==> src/sv/lode_pkg.sv <==
// ----------------------------------------------------------------------------
// Linear ODE integrator step - package
// Widths, fixed-point limits, register and method codes, shared structs.
// ----------------------------------------------------------------------------
package lode_pkg;

    localparam int DATA_WIDTH     = 32;
    localparam int COEF_FRAC_BITS = 24;

    localparam int DRIVE_W   = 32;
    localparam int STATE_W   = 32;
    localparam int REG_W     = 32;
    localparam int DT_W      = 31;
    localparam int METHOD_W  = 2;
    localparam int CFG_IDX_W = 4;

    localparam int COEF_W  = REG_W + 1;
    localparam int PROD_W  = COEF_W + DATA_WIDTH;
    localparam int QT_W    = PROD_W + 1 - COEF_FRAC_BITS;
    localparam int DIG_W   = 8;
    localparam int REM_W   = 3;
    localparam int DIV_STEPS = (QT_W + DIG_W - 1) / DIG_W;
    localparam int QUO_W     = DIV_STEPS * DIG_W;
    localparam int DIV_CNT_W = $clog2(DIV_STEPS);
    localparam int DEXT_W    = (DATA_WIDTH > DRIVE_W) ? DATA_WIDTH : DRIVE_W;

    typedef logic signed [DATA_WIDTH-1:0] t_data;
    typedef logic        [DATA_WIDTH-1:0] t_mag;
    typedef logic signed [COEF_W-1:0]     t_coef;
    typedef logic signed [PROD_W-1:0]     t_prod;

    localparam t_data DMAX    = {1'b0, {(DATA_WIDTH-1){1'b1}}};
    localparam t_data DMIN    = {1'b1, {(DATA_WIDTH-1){1'b0}}};
    localparam t_mag  MAG_POS = {1'b0, {(DATA_WIDTH-1){1'b1}}};
    localparam t_mag  MAG_NEG = {1'b1, {(DATA_WIDTH-1){1'b0}}};

    localparam logic [REM_W-1:0] DIVISOR_SIX = REM_W'(6);

    localparam logic [METHOD_W-1:0] METH_EULER = 2'd0;
    localparam logic [METHOD_W-1:0] METH_HEUN  = 2'd1;
    localparam logic [METHOD_W-1:0] METH_RK4   = 2'd2;

    localparam logic [CFG_IDX_W-1:0] REG_COEF_A  = 4'd0;
    localparam logic [CFG_IDX_W-1:0] REG_COEF_B  = 4'd1;
    localparam logic [CFG_IDX_W-1:0] REG_STEP_DT = 4'd2;
    localparam logic [CFG_IDX_W-1:0] REG_METHOD  = 4'd3;

    localparam logic [DT_W-1:0] DT_ONE = DT_W'(32'd1 << COEF_FRAC_BITS);

    typedef struct packed {
        logic signed [REG_W-1:0] coef_a;
        logic signed [REG_W-1:0] coef_b;
        logic [DT_W-1:0]         step_dt;
        logic [METHOD_W-1:0]     method;
    } t_cfg;

    typedef struct packed {
        logic  start;
        logic  use_mul;
        logic  half;
        logic  div6;
        t_coef coef;
        t_data val;
        t_data addend;
    } t_op_req;

    typedef struct packed {
        logic  done;
        logic  ovf;
        t_data value;
    } t_op_rsp;

    typedef struct packed {
        logic  go;
        logic  clamp;
        t_data u;
    } t_item;

    typedef struct packed {
        logic  idle;
        logic  done;
        logic  flag;
        t_data x;
    } t_seq_stat;

endpackage

==> src/sv/lode_unit.sv <==
// ----------------------------------------------------------------------------
// Linear ODE integrator step - shared arithmetic unit
// Optional multiply, round with optional halving, optional divide by six, saturate, then saturating add.
// ----------------------------------------------------------------------------
module lode_unit (
    input  logic              i_clk,
    input  logic              i_rst_n,
    input  lode_pkg::t_op_req i_req,
    output lode_pkg::t_op_rsp o_rsp
);
    import lode_pkg::*;

    typedef enum logic [5:0] {
        U_IDLE = 6'b000001,
        U_MUL  = 6'b000010,
        U_RND  = 6'b000100,
        U_DIV  = 6'b001000,
        U_CLIP = 6'b010000,
        U_ADD  = 6'b100000
    } t_ustate;

    t_ustate r_state, n_state;

    logic                 r_half, n_half;
    logic                 r_div6, n_div6;
    t_coef                r_coef, n_coef;
    t_data                r_val, n_val;
    t_data                r_addend, n_addend;
    t_prod                r_prod, n_prod;
    logic [QUO_W-1:0]     r_q, n_q;
    logic [REM_W-1:0]     r_rem, n_rem;
    logic [DIV_CNT_W-1:0] r_cnt, n_cnt;
    t_mag                 r_mag, n_mag;
    logic                 r_neg, n_neg;
    logic                 r_movf, n_movf;

    logic                      w_neg;
    logic [PROD_W-1:0]         w_pmag;
    logic [REM_W-1:0]          w_rbase;
    logic [PROD_W:0]           w_rnd;
    logic [PROD_W:0]           w_sum;
    logic [QT_W-1:0]           w_t;
    t_mag                      w_lim_r;
    t_mag                      w_lim_c;
    logic                      w_sat_r;
    logic                      w_sat_c;
    logic [DIG_W-1:0]          w_digit;
    logic [REM_W-1:0]          w_rem;
    logic signed [DATA_WIDTH:0]   w_mext;
    logic signed [DATA_WIDTH:0]   w_m;
    logic signed [DATA_WIDTH+1:0] w_s;
    logic                      w_hi;
    logic                      w_lo;

    // round and scale the product magnitude
    assign w_neg   = r_prod[PROD_W-1];
    assign w_pmag  = w_neg ? $unsigned(-r_prod) : $unsigned(r_prod);
    assign w_rbase = r_div6 ? DIVISOR_SIX : REM_W'(1);
    assign w_rnd   = r_half ? ((PROD_W+1)'(w_rbase) << COEF_FRAC_BITS)
                            : ((PROD_W+1)'(w_rbase) << (COEF_FRAC_BITS - 1));
    assign w_sum   = (PROD_W+1)'(w_pmag) + w_rnd;
    assign w_t     = r_half ? QT_W'(w_sum >> (COEF_FRAC_BITS + 1))
                            : QT_W'(w_sum >> COEF_FRAC_BITS);
    assign w_lim_r = w_neg ? MAG_NEG : MAG_POS;
    assign w_sat_r = w_t > QT_W'(w_lim_r);
    assign w_lim_c = r_neg ? MAG_NEG : MAG_POS;
    assign w_sat_c = r_q > QUO_W'(w_lim_c);

    // one quotient digit group per cycle, divisor six
    always_comb begin : div_digits
        logic [REM_W:0]   cur;
        logic [REM_W-1:0] rem;
        rem     = r_rem;
        cur     = '0;
        w_digit = '0;
        for (int i = 0; i < DIG_W; i++) begin
            cur = {rem, r_q[QUO_W-1-i]};
            if (cur >= (REM_W+1)'(DIVISOR_SIX)) begin
                w_digit[DIG_W-1-i] = 1'b1;
                rem = REM_W'(cur - (REM_W+1)'(DIVISOR_SIX));
            end else begin
                rem = cur[REM_W-1:0];
            end
        end
        w_rem = rem;
    end

    // signed product term plus addend, clamp to data range
    assign w_mext = $signed({1'b0, r_mag});
    assign w_m    = r_neg ? -w_mext : w_mext;
    assign w_s    = (DATA_WIDTH+2)'(w_m) + (DATA_WIDTH+2)'(r_addend);
    assign w_hi   = w_s > (DATA_WIDTH+2)'(DMAX);
    assign w_lo   = w_s < (DATA_WIDTH+2)'(DMIN);

    assign o_rsp.done  = (r_state == U_ADD);
    assign o_rsp.ovf   = r_movf | w_hi | w_lo;
    assign o_rsp.value = w_hi ? DMAX : (w_lo ? DMIN : DATA_WIDTH'(w_s));

    always_comb begin
        n_state  = r_state;
        n_half   = r_half;
        n_div6   = r_div6;
        n_coef   = r_coef;
        n_val    = r_val;
        n_addend = r_addend;
        n_prod   = r_prod;
        n_q      = r_q;
        n_rem    = r_rem;
        n_cnt    = r_cnt;
        n_mag    = r_mag;
        n_neg    = r_neg;
        n_movf   = r_movf;
        case (r_state)
            U_IDLE: begin
                if (i_req.start) begin
                    n_half   = i_req.half;
                    n_div6   = i_req.div6;
                    n_coef   = i_req.coef;
                    n_val    = i_req.val;
                    n_addend = i_req.addend;
                    n_neg    = i_req.val[DATA_WIDTH-1];
                    n_mag    = i_req.val[DATA_WIDTH-1] ? t_mag'(-i_req.val)
                                                       : t_mag'(i_req.val);
                    n_movf   = 1'b0;
                    n_state  = i_req.use_mul ? U_MUL : U_ADD;
                end
            end
            U_MUL: begin
                n_prod  = r_coef * r_val;
                n_state = U_RND;
            end
            U_RND: begin
                n_neg = w_neg;
                if (r_div6) begin
                    n_q     = QUO_W'(w_t);
                    n_rem   = '0;
                    n_cnt   = DIV_CNT_W'(DIV_STEPS - 1);
                    n_state = U_DIV;
                end else begin
                    n_mag   = w_sat_r ? w_lim_r : t_mag'(w_t);
                    n_movf  = w_sat_r;
                    n_state = U_ADD;
                end
            end
            U_DIV: begin
                n_q   = {r_q[QUO_W-DIG_W-1:0], w_digit};
                n_rem = w_rem;
                n_cnt = r_cnt - DIV_CNT_W'(1);
                if (r_cnt == '0) begin
                    n_state = U_CLIP;
                end
            end
            U_CLIP: begin
                n_mag   = w_sat_c ? w_lim_c : t_mag'(r_q);
                n_movf  = w_sat_c;
                n_state = U_ADD;
            end
            U_ADD: begin
                n_state = U_IDLE;
            end
            default: begin
                n_state = U_IDLE;
            end
        endcase
    end

    always_ff @(posedge i_clk) begin
        if (!i_rst_n) begin
            r_state <= U_IDLE;
        end else begin
            r_state <= n_state;
        end
    end

    always_ff @(posedge i_clk) begin
        r_half   <= n_half;
        r_div6   <= n_div6;
        r_coef   <= n_coef;
        r_val    <= n_val;
        r_addend <= n_addend;
        r_prod   <= n_prod;
        r_q      <= n_q;
        r_rem    <= n_rem;
        r_cnt    <= n_cnt;
        r_mag    <= n_mag;
        r_neg    <= n_neg;
        r_movf   <= n_movf;
    end

endmodule

==> src/sv/lode_seq.sv <==
// ----------------------------------------------------------------------------
// Linear ODE integrator step - sequencer
// Walks the Euler, Heun or RK4 stages through the shared arithmetic unit.
// ----------------------------------------------------------------------------
module lode_seq (
    input  logic                i_clk,
    input  logic                i_rst_n,
    input  lode_pkg::t_cfg      i_cfg,
    input  lode_pkg::t_item     i_item,
    input  logic                i_out_free,
    input  lode_pkg::t_op_rsp   i_rsp,
    output lode_pkg::t_op_req   o_req,
    output lode_pkg::t_seq_stat o_stat
);
    import lode_pkg::*;

    typedef enum logic [16:0] {
        S_IDLE = 17'h00001,
        S_BU   = 17'h00002,
        S_K1   = 17'h00004,
        S_Y1   = 17'h00008,
        S_K2   = 17'h00010,
        S_HS   = 17'h00020,
        S_Y2   = 17'h00040,
        S_K3   = 17'h00080,
        S_Y3   = 17'h00100,
        S_K4   = 17'h00200,
        S_T2   = 17'h00400,
        S_A2   = 17'h00800,
        S_T3   = 17'h01000,
        S_A3   = 17'h02000,
        S_A4   = 17'h04000,
        S_XN   = 17'h08000,
        S_DONE = 17'h10000
    } t_sstate;

    t_sstate r_state, n_state;
    logic    r_issued, n_issued;
    logic    r_flag, n_flag;
    t_data   r_x, n_x;
    t_data   r_u, n_u;
    t_data   r_bu, n_bu;
    t_data   r_k1, n_k1;
    t_data   r_k2, n_k2;
    t_data   r_k3, n_k3;
    t_data   r_y, n_y;
    t_data   r_t, n_t;
    t_data   r_sum, n_sum;

    t_coef   w_ca;
    t_coef   w_cb;
    t_coef   w_dt;
    logic    w_rk4;
    logic    w_heun;
    t_op_req w_req;

    assign w_ca   = COEF_W'($signed(i_cfg.coef_a));
    assign w_cb   = COEF_W'($signed(i_cfg.coef_b));
    assign w_dt   = COEF_W'($signed({1'b0, i_cfg.step_dt}));
    assign w_rk4  = (i_cfg.method == METH_RK4);
    assign w_heun = (i_cfg.method == METH_HEUN);

    always_comb begin
        w_req       = '0;
        w_req.start = !r_issued && (r_state != S_IDLE) && (r_state != S_DONE);
        case (r_state)
            S_BU: begin
                w_req.use_mul = 1'b1;
                w_req.coef    = w_cb;
                w_req.val     = r_u;
            end
            S_K1: begin
                w_req.use_mul = 1'b1;
                w_req.coef    = w_ca;
                w_req.val     = r_x;
                w_req.addend  = r_bu;
            end
            S_Y1: begin
                w_req.use_mul = 1'b1;
                w_req.half    = w_rk4;
                w_req.coef    = w_dt;
                w_req.val     = r_k1;
                w_req.addend  = r_x;
            end
            S_K2, S_K3, S_K4: begin
                w_req.use_mul = 1'b1;
                w_req.coef    = w_ca;
                w_req.val     = r_y;
                w_req.addend  = r_bu;
            end
            S_HS: begin
                w_req.val    = r_k1;
                w_req.addend = r_k2;
            end
            S_Y2: begin
                w_req.use_mul = 1'b1;
                w_req.half    = 1'b1;
                w_req.coef    = w_dt;
                w_req.val     = r_k2;
                w_req.addend  = r_x;
            end
            S_Y3: begin
                w_req.use_mul = 1'b1;
                w_req.coef    = w_dt;
                w_req.val     = r_k3;
                w_req.addend  = r_x;
            end
            S_T2: begin
                w_req.val    = r_k2;
                w_req.addend = r_k2;
            end
            S_A2: begin
                w_req.val    = r_k1;
                w_req.addend = r_t;
            end
            S_T3: begin
                w_req.val    = r_k3;
                w_req.addend = r_k3;
            end
            S_A3: begin
                w_req.val    = r_sum;
                w_req.addend = r_t;
            end
            S_A4: begin
                w_req.val    = r_sum;
                w_req.addend = r_y;
            end
            S_XN: begin
                w_req.use_mul = 1'b1;
                w_req.half    = !w_rk4;
                w_req.div6    = w_rk4;
                w_req.coef    = w_dt;
                w_req.val     = r_sum;
                w_req.addend  = r_x;
            end
            default: begin
                w_req.start = 1'b0;
            end
        endcase
    end

    assign o_req = w_req;

    always_comb begin
        n_state  = r_state;
        n_issued = r_issued;
        n_flag   = r_flag;
        n_x      = r_x;
        n_u      = r_u;
        n_bu     = r_bu;
        n_k1     = r_k1;
        n_k2     = r_k2;
        n_k3     = r_k3;
        n_y      = r_y;
        n_t      = r_t;
        n_sum    = r_sum;
        case (r_state)
            S_IDLE: begin
                if (i_item.go) begin
                    n_u     = i_item.u;
                    n_flag  = i_item.clamp;
                    n_state = S_BU;
                end
            end
            S_DONE: begin
                if (i_out_free) begin
                    n_state = S_IDLE;
                end
            end
            default: begin
                if (w_req.start) begin
                    n_issued = 1'b1;
                end
                if (i_rsp.done) begin
                    n_issued = 1'b0;
                    n_flag   = r_flag | i_rsp.ovf;
                    case (r_state)
                        S_BU: begin
                            n_bu    = i_rsp.value;
                            n_state = S_K1;
                        end
                        S_K1: begin
                            n_k1    = i_rsp.value;
                            n_state = S_Y1;
                        end
                        S_Y1: begin
                            if (w_rk4 || w_heun) begin
                                n_y     = i_rsp.value;
                                n_state = S_K2;
                            end else begin
                                n_x     = i_rsp.value;
                                n_state = S_DONE;
                            end
                        end
                        S_K2: begin
                            n_k2    = i_rsp.value;
                            n_state = w_heun ? S_HS : S_Y2;
                        end
                        S_HS: begin
                            n_sum   = i_rsp.value;
                            n_state = S_XN;
                        end
                        S_Y2: begin
                            n_y     = i_rsp.value;
                            n_state = S_K3;
                        end
                        S_K3: begin
                            n_k3    = i_rsp.value;
                            n_state = S_Y3;
                        end
                        S_Y3: begin
                            n_y     = i_rsp.value;
                            n_state = S_K4;
                        end
                        S_K4: begin
                            n_y     = i_rsp.value;
                            n_state = S_T2;
                        end
                        S_T2: begin
                            n_t     = i_rsp.value;
                            n_state = S_A2;
                        end
                        S_A2: begin
                            n_sum   = i_rsp.value;
                            n_state = S_T3;
                        end
                        S_T3: begin
                            n_t     = i_rsp.value;
                            n_state = S_A3;
                        end
                        S_A3: begin
                            n_sum   = i_rsp.value;
                            n_state = S_A4;
                        end
                        S_A4: begin
                            n_sum   = i_rsp.value;
                            n_state = S_XN;
                        end
                        S_XN: begin
                            n_x     = i_rsp.value;
                            n_state = S_DONE;
                        end
                        default: begin
                            n_state = S_IDLE;
                        end
                    endcase
                end
            end
        endcase
    end

    assign o_stat.idle = (r_state == S_IDLE);
    assign o_stat.done = (r_state == S_DONE) && i_out_free;
    assign o_stat.flag = r_flag;
    assign o_stat.x    = r_x;

    always_ff @(posedge i_clk) begin
        if (!i_rst_n) begin
            r_state  <= S_IDLE;
            r_issued <= 1'b0;
            r_x      <= '0;
        end else begin
            r_state  <= n_state;
            r_issued <= n_issued;
            r_x      <= n_x;
        end
    end

    always_ff @(posedge i_clk) begin
        r_flag <= n_flag;
        r_u    <= n_u;
        r_bu   <= n_bu;
        r_k1   <= n_k1;
        r_k2   <= n_k2;
        r_k3   <= n_k3;
        r_y    <= n_y;
        r_t    <= n_t;
        r_sum  <= n_sum;
    end

endmodule

==> src/sv/linear_ode_integrator_step.sv <==
// ----------------------------------------------------------------------------
// Linear ODE integrator step - top level
// One item at a time; the next is taken the cycle after the result is registered.
// The shared multiply/round/add unit sets the pace: a product passes its multiply,
// round and add states, a sum only the add state, and the final RK4 product also
// the divide and clip states for its divide by six. Synchronous active-low reset
// clears the state to zero, coefficients to zero, dt to 1.0, method to Euler.
// ----------------------------------------------------------------------------
module linear_ode_integrator_step (
    input  logic                             i_clk,
    input  logic                             i_rst_n,
    input  logic                             s_axis_tvalid,
    output logic                             s_axis_tready,
    input  logic [lode_pkg::DRIVE_W-1:0]     s_axis_tdata,  // [31:0] drive_in
    output logic                             m_axis_tvalid,
    input  logic                             m_axis_tready,
    output logic [lode_pkg::STATE_W-1:0]     m_axis_tdata,  // [31:0] state_out
    output logic                             m_axis_tuser,  // [0] saturated
    input  logic                             i_cfg_valid,
    output logic                             o_cfg_ready,
    input  logic [lode_pkg::CFG_IDX_W-1:0]   i_cfg_index,
    input  logic [lode_pkg::REG_W-1:0]       i_cfg_data
);
    import lode_pkg::*;

    t_cfg      r_cfg;
    logic      r_out_valid;
    t_data     r_out_x;
    logic      r_out_sat;

    logic signed [DEXT_W-1:0] w_dext;
    logic      w_dhi;
    logic      w_dlo;
    t_item     w_item;
    logic      w_out_free;
    t_op_req   w_req;
    t_op_rsp   w_rsp;
    t_seq_stat w_stat;

    // clamp the drive into the data range
    assign w_dext = DEXT_W'($signed(s_axis_tdata));
    assign w_dhi  = w_dext > DEXT_W'(DMAX);
    assign w_dlo  = w_dext < DEXT_W'(DMIN);

    assign w_item.go    = s_axis_tvalid && s_axis_tready;
    assign w_item.clamp = w_dhi || w_dlo;
    assign w_item.u     = w_dhi ? DMAX : (w_dlo ? DMIN : DATA_WIDTH'(w_dext));

    assign s_axis_tready = w_stat.idle;
    assign w_out_free    = !r_out_valid || m_axis_tready;
    assign o_cfg_ready   = 1'b1;

    always_ff @(posedge i_clk) begin
        if (!i_rst_n) begin
            r_cfg.coef_a  <= '0;
            r_cfg.coef_b  <= '0;
            r_cfg.step_dt <= DT_ONE;
            r_cfg.method  <= METH_EULER;
        end else if (i_cfg_valid && o_cfg_ready) begin
            case (i_cfg_index)
                REG_COEF_A:  r_cfg.coef_a  <= i_cfg_data;
                REG_COEF_B:  r_cfg.coef_b  <= i_cfg_data;
                REG_STEP_DT: r_cfg.step_dt <= i_cfg_data[DT_W-1:0];
                REG_METHOD:  r_cfg.method  <= i_cfg_data[METHOD_W-1:0];
                default: ;
            endcase
        end
    end

    // hold the result until the output transaction completes
    always_ff @(posedge i_clk) begin
        if (!i_rst_n) begin
            r_out_valid <= 1'b0;
        end else if (w_stat.done) begin
            r_out_valid <= 1'b1;
        end else if (m_axis_tready) begin
            r_out_valid <= 1'b0;
        end
    end

    always_ff @(posedge i_clk) begin
        if (w_stat.done) begin
            r_out_x   <= w_stat.x;
            r_out_sat <= w_stat.flag;
        end
    end

    assign m_axis_tvalid = r_out_valid;
    assign m_axis_tdata  = STATE_W'(r_out_x);
    assign m_axis_tuser  = r_out_sat;

    lode_seq u_seq (
        .i_clk      (i_clk),
        .i_rst_n    (i_rst_n),
        .i_cfg      (r_cfg),
        .i_item     (w_item),
        .i_out_free (w_out_free),
        .i_rsp      (w_rsp),
        .o_req      (w_req),
        .o_stat     (w_stat)
    );

    lode_unit u_unit (
        .i_clk   (i_clk),
        .i_rst_n (i_rst_n),
        .i_req   (w_req),
        .o_rsp   (w_rsp)
    );

endmodule

==> config.mk <==
export PLATFORM = sky130hd
export DESIGN_NAME = linear_ode_integrator_step
export DESIGN_NICKNAME = d
export VERILOG_FILES = /design/src/sv/lode_pkg.sv /design/src/sv/lode_unit.sv /design/src/sv/lode_seq.sv /design/src/sv/linear_ode_integrator_step.sv
export SDC_FILE = /design/constraint.sdc
export NUM_CORES = 2
export LEC_CHECK = 0
export ABC_CLOCK_PERIOD_IN_PS = 15600
export BUFFER_PORTS_ARGS = -buffer_cell sky130_fd_sc_hd__buf_4
export CELL_PAD_IN_SITES_DETAIL_PLACEMENT = 1
export CELL_PAD_IN_SITES_GLOBAL_PLACEMENT = 2
export CORE_UTILIZATION = 46
export DETAILED_ROUTE_END_ITERATION = 10
export GPL_TIMING_DRIVEN = 1
export PLACE_DENSITY_LB_ADDON = 0.1
export SLEW_MARGIN = 25
export SYNTH_ARGS = -nofsm -noshare
export SYNTH_HDL_FRONTEND = slang
export SYNTH_SLANG_ARGS = --single-unit
==> constraint.sdc <==
create_clock -name i_clk -period 15.6 [get_ports i_clk]
set_input_delay 0 -clock i_clk [delete_from_list [all_inputs] [get_ports i_clk]]
set_output_delay 0 -clock i_clk [all_outputs]
set_load 0.005 [all_outputs]
---- Word level (Yosys, flattened, before mapping) ----
Index checks and enable logic that the tools add are counted.
word-level totals
  register bits after elaboration ......... 696
  output and inout port bits .............. 36
  word-level logic and storage cells ...... 234
operators by class
  $lt $le $gt $ge ......................... 14
  equality and inequality tests ........... 38
  multipliers ............................. 1
  reductions and logical operators ........ 58
  add/subtract/negate cells ............... 14
  bitwise operators ....................... 5
  mux-type cells .......................... 72
operators by type and width
  cell                  count
  $mux 32               12
  $pmux 17 s14          1
  $pmux 32 s7           1
  $pmux 32 s6           1
  $pmux 32 s2           2
  $pmux 33 s3           1
  $pmux 32 s3           1
  $pmux 48 s2           1
  $mux 17               4
  $add 65x66->66        1
  $mul 33x32->65        1
  $mux 65               1
  $neg 65->65           1
  $gt 48x32->1          1
  $mux 48               1
  $gt 42x32->1          1
  $mux 42               1
  $add 33x32->34        1
  $gt 34x32->1 const B  1
  $lt 34x32->1 const B  1
  $pmux 17 s2           1
  $mux 3                11
  $mux 33               1
  $neg 32->33           1
  62 further kinds      153

---- Depth between registers and ports, before layout ----
  depth after elaboration ................. 17
  depth in mapped cells ................... 37

---- Hierarchy ----
Synthesis repeated with hierarchy kept, for this count alone.
unflattened totals
  cells, all modules ...................... 7298
  area, all modules ....................... 72391.9 µm²
modules (own cells, without submodules)
  module                      area an instance (µm²)  cells an instance  sequential area each (µm²)  times used
  lode_unit                   54583.6                 5893               7687.4                      1
  lode_seq                    12966.2                 976                8718.4                      1
  linear_ode_integrator_step  4842.1                  429                2952.8                      1

---- Worst setup path before layout ----
OpenSTA, ideal clock, no wires.
  kind .................................... reg2reg
  start point ............................. reg u_unit.r_coef[31]
  end point ............................... reg u_unit.r_prod[63], data pin
  path buffers ............................ 2
  stages on the path, launching flop included .. 32
  clock period less this slack ............ 8247 ps
  setup slack ............................. 7353 ps
  data required time ...................... 15335 ps
  data arrival time ....................... 7982 ps
  path through ............................ edfxtp_1 -> clkbuf_1 -> nand2_1 -> inv_1 -> fa_1 -> fa_1 -> fa_1 -> inv_1 -> fa_1 -> inv_1 -> fa_1 -> inv_1 -> fa_1 -> inv_1 -> fa_1 -> inv_1 -> fa_1 -> inv_1 -> ha_1 -> clkbuf_1 -> a21o_1 -> a21oi_1 -> o21ai_0 -> a31oi_1 -> nand2_1 -> a311oi_1 -> nor3_1 -> o41ai_1 -> a21oi_1 -> a311oi_1 -> o21ai_0 -> xor2_1
between the ends
  cells in the longest elaborated chain, start to end .. 1
ends and longest elaborated chain
  element                   line              source
  start: declaration        lode_unit.sv:26   t_coef r_coef, n_coef;
  start signal: assignment  lode_unit.sv:178  r_coef <= n_coef;
  $mul 33x32->65            lode_unit.sv:129  n_prod = r_coef * r_val;
  end signal: assignment    lode_unit.sv:181  r_prod <= n_prod;
  end: declaration          lode_unit.sv:29   t_prod r_prod, n_prod;
Every way passes these cells.
A chain may end at the register's enable or synchronous reset.

---- Final worst setup path ----
  start point ............................. reg u_unit.r_val[8]
  end point ............................... reg u_unit.r_prod[64], data pin
between the ends
  cells in the longest elaborated chain, start to end .. 1
ends and longest elaborated chain
  element                   line              source
  start: declaration        lode_unit.sv:27   t_data r_val, n_val;
  start signal: assignment  lode_unit.sv:179  r_val <= n_val;
  $mul 33x32->65            lode_unit.sv:129
Every way passes these cells.

==> results by group <==
CTS
  – Clk sinks: 695
  – CTS Buf Count: 82
  – CTS tree: built
  – Post-CTS Setup Bufs: 0
  – Clock-pin slew on the worst setup and hold paths: 0.06 ns
  – Clock root buffer: clkbuf_16
  – Max H-tree Level: 3
  – Post-cts resize count: 0
  – Worst-skew pair later-pin latency: 0.73 ns
  – Hold_buf cts: 109
  – Clock buffer depth: 3

GRT
  – Initial antenna violation count: 17
  – Global-route wire length before repair: 373.0 mm
  – Grt ovf: 0
  – GRT Util Overall: 31.21%
  – Largest net degree at the start of global routing: 87
  – Via count of the first global-routing pass: 60,480

Worst setup path
  – CP Capture Type: flop
  – Worst-path maximum fanout: 25
  – Reg2Reg Depth: 27
  – CP startpoint kind: flop
  – Critical path's slowest cell: a211oi_1
  – Slowest Stage Delay on Critical Path: 0.73 ns
  – CP dominant cell by count: fa_1
  – WP data arrival: 10.02 ns
  – CP Class: reg -> reg
  – Crit path required time: 16.03 ns

Timing
  – Final number of setup-violating endpoints: 0
  – Worst Skew: 0.07739 ns
  – Final Critical Period: 9.597 ns
  – Max Fclk: 104.2 MHz
  – Tcrit/Tclk final: 61.52%
  – Hold Vio Cnt, Final: 0
  – Final setup margin: 6.003 ns
  – Worst relative slew slack: 22.51%
  – Fin Setup TNS: 0 ns
  – Slew Limit Fails: 0
  – Slew @ Worst Pin: 1.162 ns
  – RSZ-0062 raised after global routing: no

Flow run
  – Max Cap Viol: 0

Place
  – IO Port Bufs: 107
  – Dpl ws: 6.010 ns
  – Dpl cells: 9,363
  – GPL Wtd Cong: 0.9008
  – DP Area: 74,920 µm²
  – DPL Wire Length: 182.7 mm

Drt
  – Routed vias: 55,270
  – Average wire per standard cell: 25.08 µm
  – Drt drc: 0
  – Number of DRC markers in iteration 0: 4,463
  – Detailed-route vias per instance: 5.739
  – Drt total wl: 241.5 mm
  – Final ANT Viol Nets: 0
  – Drt first pass iters: 9

Die
  – Core footprint: 154,600 µm²
  – Die W: 397.4 µm
  – Die height: 397.4 µm
  – IO Pins: 109
  – Starting Density: 46.52%
  – Row cnt: 144
  – Die Area: 157,900 µm²

Hold path
  – Hold Path Class: in -> reg
  – Hold Path Depth: 2

Synth
  – XOR/XNOR Fraction of Synth Area: 2.582%
  – Number of synthesized flops with an enable pin: 541
  – Post-synth ARST share: 0%
  – Predominant post-synthesis flop cell: edfxtp_1
  – Cells after Synth: 7,495
  – Synth Area in Adders: 35.50%
  – Yosys warns: 0
  – Simple-gate area share of the yosys netlist: 14.94%
  – Post-Syn Area: 71,910 µm²
  – Post-synthesis compound-gate area fraction: 10.51%
  – Sequential share of the synthesized area: 26.88%
  – Average cell area after synthesis: 9.595 µm²
  – Post-synthesis mux area share: 0.3619%
  – Synth Register Bits: 695
  – Largest family of logic cells by synthesized area: adder cells
  – Synth unique cells: 91
  – Synth Net Count: 8,953

Finish
  – Finished Cell Area: 78,930 µm²
  – Commonest non-fill, non-tap cell in the layout: inv_1
  – Area Growth Syn to Fin: 9.761%
  – Share of cells above drive strength 1: 6.332%
  – Count of non-filler cells in the finished layout: 9,630
  – Final #Nets: 8,970
  – Largest regs: r_cfg x97, u_unit.r_prod x65, u_unit.r_q x48
  – Max reg flops: 97
  – Register with the most flip-flops: r_cfg
  – Most frequent cells in the layout: inv_1 (1,320), nand2_1 (1,282), fa_1 (1,091)

Run status
  – Status: completed
metrics by stage:
step | hold slack (ns) | utilization (%)
6_report | 0.05029 | 51.06
2_1_floorplan | 0.1242 | -
5_1_grt | 0.04539 | 51.05
4_1_cts | 0.01131 | 51.05
3_5_place_dp | 0.1793 | 48.46
3_3_place_gp | 0.1786 | 48.43
metal layers:
layer | vias to the layer above | track usage [%] | wire, µm
met3 | 348 | 3.105 | 10690
met5 | - | 0 | 9
met1 | 29270 | 41.33 | 102900
met4 | 2 | 12.07 | 9932
li1 | 24210 | - | -
met2 | 1441 | 52.76 | 118000
final timing paths:
| check | start | endpoint | slack, ns |
|---|---|---|---|
| max reg2reg | u_unit.r_val[8] | u_unit.r_prod[64] | 6.00 |
| min | s_axis_tdata[27] | u_seq.r_u[27] | 0.05 |
| max | u_unit.r_val[8] | u_unit.r_prod[64] | 6.00 |
| min reg2reg | u_seq.r_flag | m_axis_tuser | 0.44 |
synth_stat cells (77+ instances only):
library cell / n / area share [%]
nand3_1: 85 / 0.59
edfxtp_1: 541 / 23
and2_1: 282 / 2.5
o21ai_0: 187 / 1.3
xnor2_1: 138 / 1.7
ha_1: 293 / 5.1
clkbuf_1: 397 / 2.1
dfxtp_1: 154 / 4.3
nand2_1: 1284 / 6.7
inv_1: 1322 / 6.9
nor2_1: 229 / 1.2
a222oi_1: 77 / 1.1
fa_1: 1092 / 30
a21oi_1: 331 / 2.3
worst max-delay path: cells and delay by family, from the launching register on:
kind	cells	cell delay, ns
buffers and inverters	4	0.57
AO/OA/AOI/OAI	10	3.10
XOR/XNOR	1	0.09
flip-flops	1	0.54
adder cells (fa/ha/maj)	9	4.62
AND/OR/NAND/NOR	3	0.38
cells by family (layout without fill, tap and decap cells):
kind of cell,count (synthesis),count (layout)
buffers and inverters,1753,1838
adder cells (fa/ha/maj),1385,1385
other,1,7
flip-flops,695,695
XOR/XNOR,212,212
AND/OR/NAND/NOR,2321,2321
multiplexers,25,25
AO/OA/AOI/OAI,1103,1103
final cells by class:
type                            count  area (µm²)
Clock buffer                      109        2283
Multi-Input combinational cell   5047       46130
Clock inverter                     43       623.1
Fill cell                       17190       75660
Sequential cell                   695       19330
Inverter                         1324        4974
Timing Repair Buffer              362        3024
Tap cell                         2044        2557
Antenna cell                        6       15.01
Power is left out: the tool's default activity adds up to more than one toggle a clock period on the data nets, which glitch-free logic cannot reach.
